==> src/hdl/chs_pkg.sv <==
// shared types and constants for the chained hash set lookup
`timescale 1ns / 1ps
`default_nettype none

package chs_pkg;

   localparam int KEY_W = 31;

   typedef struct packed {
      logic             req_type;
      logic [KEY_W-1:0] key;
   } chs_req_type;

   typedef struct packed {
      logic found;
      logic overflow;
   } chs_rsp_type;

endpackage

`default_nettype wire

==> src/hdl/chs_rem.sv <==
// remainder unit: key modulo the bucket count by mask or reciprocal multiply
`timescale 1ns / 1ps
`default_nettype none

module chs_rem #(
   parameter int NUM_BUCKETS = 4096
) (
   input  wire logic                            clock,
   input  wire logic                            reset,
   input  wire logic                            start,
   input  wire logic [chs_pkg::KEY_W-1:0]       dividend,
   output logic                                 done,
   output logic [$clog2(NUM_BUCKETS)-1:0]       rem
);
   import chs_pkg::*;

   localparam int BW = $clog2(NUM_BUCKETS);
   localparam bit POW2 = (NUM_BUCKETS & (NUM_BUCKETS - 1)) == 0;

   logic          done_ff, done_in;
   logic [BW-1:0] rem_ff, rem_in;

   generate
      if (POW2) begin : g_mask
         always_comb begin
            done_in = start;
            rem_in  = start ? dividend[BW-1:0] : rem_ff;
         end
      end else begin : g_recip
         // exact quotient from key * ceil(2^(KEY_W+BW) / NUM_BUCKETS) >> (KEY_W+BW)
         localparam int SH = KEY_W + BW;
         localparam int PW = KEY_W + 32;
         localparam longint unsigned RECIP_L =
            ((64'd1 << SH) + 64'(NUM_BUCKETS) - 64'd1) / 64'(NUM_BUCKETS);
         localparam logic [31:0] RECIP = 32'(RECIP_L);

         logic             run_ff, run_in;
         logic [KEY_W-1:0] num_ff, num_in;
         logic [PW-1:0]    prod_ff, prod_in;
         logic [BW-1:0]    quot_lo;
         logic [BW-1:0]    back;

         always_comb begin
            quot_lo = BW'(prod_ff >> SH);
            back    = quot_lo * BW'(NUM_BUCKETS);
            run_in  = start;
            num_in  = start ? dividend : num_ff;
            prod_in = start ? PW'(dividend) * PW'(RECIP) : prod_ff;
            done_in = run_ff;
            // remainder is below the bucket count, so the low bits suffice
            rem_in  = run_ff ? num_ff[BW-1:0] - back : rem_ff;
         end

         always_ff @(posedge clock) begin
            if (reset) begin
               run_ff <= 1'b0;
            end else begin
               run_ff <= run_in;
            end
            num_ff  <= num_in;
            prod_ff <= prod_in;
         end
      end
   endgenerate

   always_ff @(posedge clock) begin
      if (reset) begin
         done_ff <= 1'b0;
      end else begin
         done_ff <= done_in;
      end
      rem_ff <= rem_in;
   end

   assign done = done_ff;
   assign rem  = rem_ff;

endmodule

`default_nettype wire

==> config.mk <==
export PLATFORM = sky130hd
export DESIGN_NAME = chs_rem
export DESIGN_NICKNAME = d
export VERILOG_FILES = /design/src/hdl/chs_pkg.sv /design/src/hdl/chs_rem.sv
export SDC_FILE = /design/constraint.sdc
export NUM_CORES = 1
export LEC_CHECK = 0
export BUFFER_PORTS_ARGS = -buffer_cell sky130_fd_sc_hd__buf_2
export CAP_MARGIN = 40
export CORE_MARGIN = 1
export CORE_UTILIZATION = 30
export CTS_BUF_LIST = sky130_fd_sc_hd__clkbuf_8
export DETAILED_ROUTE_END_ITERATION = 10
export GPL_TIMING_DRIVEN = 0
export PLACE_DENSITY = 0.79
export REMOVE_ABC_BUFFERS = 1
export SKIP_LAST_GASP = 1
export SYNTH_ARGS = -nofsm -noshare
export SYNTH_HDL_FRONTEND = slang
export SYNTH_SLANG_ARGS = --single-unit
==> constraint.sdc <==
create_clock -name clock -period 0.95 [get_ports clock]
set_input_delay 0.1425 -clock clock [delete_from_list [all_inputs] [get_ports clock]]
set_output_delay 0.1425 -clock clock [all_outputs]
set_load 0.01 [all_outputs]
# Word-level counts from Yosys, hierarchy flattened
# Index checks and enable logic that the tools add are counted.
dict set report word_totals {
  ff_bits 13
  latchBits 0
  ramBits 0
  romBits 0
  inputBits 34
  out_inout_bits 13
  wordCells 2
  mem_count 0
}
dict set report op_classes {
  n_addsub 0
  mul 0
  n_div 0
  order_cmp 0
  eq_ne 0
  shifts 0
  muxes 0
  bitwise 0
  reduce_logical 0
}

# Longest topological paths before layout
# Gate-level depths: netlist (run 1).
dict set report depth {
  depth_word 0
  ltp_mapped 1
  depth_no_buf 1
}

# Worst setup path before layout (run 1)
# No wires, ideal clock.
dict set report synth_timing {
  kind {register to output}
  from {reg rem_ff[0] (netlist: rem[0])}
  to {out rem[0]}
  arrival_ns 0.394
  required_ns 0.808
  setup_slack_ns 0.414
  stages_incl_launch_ff 1
  n_path_buf 0
  path_cell_list {edfxtp_1}
}
# element line
set synth_lines {}
lappend synth_lines {{from (decl)} chs_rem.sv:21} ;# logic [BW-1:0] rem_ff, rem_in;
lappend synth_lines {{from (signal assigned)} chs_rem.sv:72} ;# rem_ff <= rem_in;
lappend synth_lines {{to (decl)} chs_rem.sv:13} ;# output logic [$clog2(NUM_BUCKETS)-1:0] rem
# No word-level cell between the ends.

# Worst setup path in the final report (run 1)
dict set report layout_timing {
  from {reg rem_ff[6] (netlist: rem[6])}
  to {out rem[6]}
}
# No word-level cell between the ends.

==> results.cfg, run 1 <==
[grt]
grt_start_max_net_pins = 14
grt_overflow_total = 0
grtUsageTotal = 0.09900
grt_pass1_wl_um = 890
antenna_found_initial = 0
grt_pass1_vias = 224

[timing]
setup_viol = 0
rsz0062_at_grt = no
fmax_mhz = 1127
finalCriticalPeriod_ns = 0.8877
slew_headroom = 0.8187
finalHoldWorstSlack_ns = 0.08554
period_share = 0.9344
slew_viol_final = 0
hold_viol_final = 0
totalNegativeSetupSlack_ns = 0
max_slew.worst_pin.slew_ns = 0.2719

[logic_synthesis]
synth.largest_area_cell = edfxtp_1
synth_warnings = 0
ys_types = 3
synth_area_per_cell_um2 = 28.15
yosysMostFrequentCell = edfxtp_1
synth_area_leaders = edfxtp_1 91%, dfxtp_1 5.1%, nor2b_4 3.5%
synth_edf_count = 12
synthFlopType = edfxtp_1
synth_top_area_share = 0.9143
synthCells = 14
syn-cell-area_um2 = 394.1
synth-seq-cells = 13
ys_seq_area_frac = 0.9651
synthArstFlopShare = 0
synth_commonest_cells = 12 x edfxtp_1, 1 x dfxtp_1, 1 x nor2b_4

[setup_path]
critPathLaunchType = register
endpoint_kind = output port
crit_arrival_ns = 0.75
cp_top_family = flip-flops
slowest_delay_ns = 0.36
critPathMaxFanout = 1
crit_type = reg -> out
crit_slowest_cell = edfxtp_1
cp_cell_sequence = buf_2
critical_path_buf_inv_count = 1
critPathRequiredTime_ns = 0.81

[routing]
vias = 240
drtIter0Drc = 5
drtPass1Iterations = 3
vias_per_cell = 4.068
drtAntennaViolNets = 0
drcViolationCount = 0
drt-wirelength-per-cell_um = 11.05
routed_wl_um = 652

[floorplanning]
fp.dieW_um = 38.25
core_um2 = 1156
ioPinCount = 47
die_height_um = 38.25
start_util = 0.3409
fp-row-count = 12
dieArea_um2 = 1463

[pwr]
comb_power_share = 0.085
clockPowerShare = 0.361
power_per_cell_area_nw_per_um2 = 2085
p_leak_nw = 0.2670
switching_share = 0.1830
p_sw_w = 0.0002258
power.total_w = 0.001234
pwr-share-seq = 0.554
internal-power_w = 0.001008
ir_drop_v = 0.0008584

[cells_and_area]
diodes = 0
finalCoreUtilization = 0.5119
fillers = 90
area.growth.synth_to_final_pct = 50.16
final_nets = 80
drive_above_1_share = 0.6889

[cts]
cts-root-buf = clkbuf_8
postCtsHoldBufs = 0
cts_tree = built
clockBufferDepth = 2
clkSinkCount = 13
cts_buffers = 3
post_cts_buffers = 0
cts.clk_slew.worst_paths_ns = 0.05
post_cts_resized = 0
h-tree-depth = 1

[placement]
gp_congestion = 0.6920
numPortBuffers = 27

[flow_run]
drv_cap = 0

[status]
status = finished clean

[min_path]
hold_class = in -> reg
-- flip-flops by register name (all words and copies together), names as in the netlist --
signal	count
rem	12
done	1
-- path summary, 6_finish.rpt --
kind,startpoint,to,slack [ns],cells past startpoint
worst min-delay path,dividend[7],rem[7]$_DFFE_PP_,0.09,1
worst max-delay path,rem[6]$_DFFE_PP_,rem[6],0.06,1
-- area by class of cell --
| type | instances | area [um2] | share of cell area |
|---|---|---|---|
| clock inverters | 1 | 3.754 | 0.006342 |
| clock buffers | 3 | 41.29 | 0.06977 |
| well taps | 14 | 17.52 | 0.02960 |
| repair buffers | 27 | 135.1 | 0.2283 |
| multi-input cells | 1 | 13.76 | 0.02326 |
| flip-flops and latches | 13 | 380.4 | 0.6427 |
-- power groups by stage --
stage / Combinational (W) / Sequential (W) / Clock, W
floorplan: 0.00000372 / 0.000722 / 0
global placement: 0.000103 / 0.000692 / 0
detailed placement: 0.000106 / 0.000696 / 0
CTS: 0.000106 / 0.000685 / 0.000456
global route: 0.000114 / 0.000687 / 0.000492
finish: 0.000105 / 0.000684 / 0.000445
-- cell usage in the layout (no fill, tap or decap) --
cell       n
buf_2     27
clkbuf_8   3
dfxtp_1    1
edfxtp_1  12
inv_1      1
nor2b_4    1
-- layer usage --
| layer | vias up | routed length, um | GRT usage | part of all wire |
|---|---|---|---|---|
| met5 | - | 0 | 0 | 0 |
| met4 | 0 | 0 | 0.05357 | 0 |
| met3 | 0 | 49 | 0.03488 | 0.075 |
| met2 | 10 | 410 | 0.1949 | 0.63 |
| met1 | 115 | 192 | 0.08140 | 0.29 |
| li1 | 115 | - | - | - |
-- cell families after synthesis --
kind of cell,Yosys count,synth area share
simple gates,1,0.03491
flops,13,0.9651
-- stage by stage --
| stage | setup slack (ns) | area [um2] | cells |
|---|---|---|---|
| floorplan | 0.4137 | 394.1 | 14 |
| global placement | 0.2350 | 546.8 | 55 |
| detailed placement | 0.2214 | 546.8 | 55 |
| CTS | 0.04768 | 591.8 | 59 |
| global route | 0.02371 | 591.8 | 59 |
| finish | 0.06232 | 591.8 | 59 |
No activity file was read; power rests on OpenSTA's default activity.
==> inputs of run 2 (changes only) <==
--- a/config.mk
+++ b/config.mk
@@ -7,12 +7,12 @@
 export LEC_CHECK = 0
 export BUFFER_PORTS_ARGS = -buffer_cell sky130_fd_sc_hd__buf_2
 export CAP_MARGIN = 40
-export CORE_MARGIN = 1
-export CORE_UTILIZATION = 30
+export CORE_AREA = 2 2 39 41
 export CTS_BUF_LIST = sky130_fd_sc_hd__clkbuf_8
 export DETAILED_ROUTE_END_ITERATION = 10
+export DIE_AREA = 0 0 41 43
 export GPL_TIMING_DRIVEN = 0
-export PLACE_DENSITY = 0.79
+export PLACE_DENSITY = 0.78
 export REMOVE_ABC_BUFFERS = 1
 export SKIP_LAST_GASP = 1
 export SYNTH_ARGS = -nofsm -noshare
==> run 2 against run 1 <==
  * Sequential share of layout area down 0.27 points
  * Global-route usage up 0.75 points
  * First-iteration DRC count down 60%
  * Worst hold slack worse by 0.0094 ns
  * Worst setup slack worse by 0.0047 ns
  * Fmax down 0.52%
  * Critical path type unchanged
==> results.cfg, run 2 (same netlist as run 1, synthesis figures left out) <==
[status]
status = finished clean

[timing]
totalNegativeSetupSlack_ns = 0
hold_viol_final = 0
period_share = 0.9393
fmax_mhz = 1121
slew_viol_final = 0
finalCriticalPeriod_ns = 0.8923
setup_viol = 0
max_slew.worst_pin.slew_ns = 0.2680
rsz0062_at_grt = no
slew_headroom = 0.8214

[cts]
clockBufferDepth = 2
h-tree-depth = 1
cts_buffers = 3
clkSinkCount = 13
postCtsHoldBufs = 0
cts.clk_slew.worst_paths_ns = 0.05
post_cts_buffers = 0
cts-root-buf = clkbuf_8
cts_tree = built
post_cts_resized = 0

[cells_and_area]
largest_register_ffs = 12
stdcell_count = 61
diodes = 0
final_nets = 80
finalCoreUtilization = 0.4295
fillers = 126
area.growth.synth_to_final_pct = 50.79
drive_above_1_share = 0.6889
mostFrequentLayoutCells = 27 x buf_2, 12 x edfxtp_1, 3 x clkbuf_8
mostFrequentLayoutCell = buf_2

[routing]
drcViolationCount = 0
drt-wirelength-per-cell_um = 11.18
drtPass1Iterations = 2
vias_per_cell = 4.016
vias = 245
routed_wl_um = 682
drtAntennaViolNets = 0
drtIter0Drc = 2

[placement]
dp.cells = 57
numPortBuffers = 27
gp_congestion = 0.5603

[setup_path]
cp_top_family = flip-flops
crit_type = reg -> out
crit_arrival_ns = 0.75
critPathRequiredTime_ns = 0.81
slowest_delay_ns = 0.36
critical_path_buf_inv_count = 1
critPathLaunchType = register
cp_cell_sequence = buf_2
endpoint_kind = output port
crit_slowest_cell = edfxtp_1
critPathMaxFanout = 1

[floorplanning]
fp-row-count = 14
start_util = 0.2848
fp.dieW_um = 41
ioPinCount = 47
dieArea_um2 = 1763
core_um2 = 1384
die_height_um = 43

[pwr]
power.total_w = 0.001253
power_per_cell_area_nw_per_um2 = 2108
p_leak_nw = 0.2670
ir_drop_v = 0.0009244

[flow_run]
drv_cap = 0

[min_path]
worstHoldStart = dividend[11]
hold_class = in -> reg
min_delay_path_depth = 1
hold_end = rem[11]$_DFFE_PP_

[grt]
grtUsageTotal = 0.1064
antenna_found_initial = 0
grt_start_max_net_pins = 14
grt_overflow_total = 0
grt_pass1_vias = 259
grt_pass1_wl_um = 1097
[run 2: cell counts in the layout (fill, tap and decap cells not counted)]
Identical to the previous run, type by type.
[run 2: worst max path at each step]
stage | startpoint | to | depth (start not counted)
5_1_grt | rem[8]$_DFFE_PP_ | rem[8] | 1
3_5_place_dp | start | rem[8]$_DFFE_PP_ | 1
6_report | rem[5]$_DFFE_PP_ | rem[5] | 1
4_1_cts | rem[5]$_DFFE_PP_ | rem[5] | 1
3_3_place_gp | start | rem[10]$_DFFE_PP_ | 1
2_1_floorplan | rem[0]$_DFFE_PP_ | rem[0] | 0
[run 2: metrics by stage]
stage | hold slack (ns) | setup slack [ns] | instance area [um2]
after floorplan | 0.2068 | 0.4137 | 394.1
after global placement | 0.3194 | 0.2286 | 549.3
after detailed placement | 0.3206 | 0.2060 | 549.3
after CTS | 0.07084 | 0.03828 | 594.3
after global routing | 0.06538 | 0.009659 | 594.3
final | 0.07618 | 0.05766 | 594.3
[run 2: layer usage]
layer  global-route usage  wire [um]  vias to the layer above
met5                    0          0                        -
met4               0.1200          8                        0
met3              0.04712         76                        2
met2               0.1656        406                       18
met1              0.08219        189                      110
li1                     -          -                      115
[run 2: area by class of cell]
cell class	count	area [um2]	share of cell area
Clock buffer	3	41.29	0.06947
Timing Repair Buffer	27	135.1	0.2274
Multi-Input combinational cell	1	13.76	0.02316
Tap cell	16	20.02	0.03368
Sequential cell	13	380.4	0.6400
Clock inverter	1	3.754	0.006316
[run 2: report_power, final]
group          switching (W)  internal, W  leakage, nW
combinational      0.0000534    0.0000506        0.114
sequential        0.00000902     0.000674        0.126
clock               0.000181     0.000284       0.0269
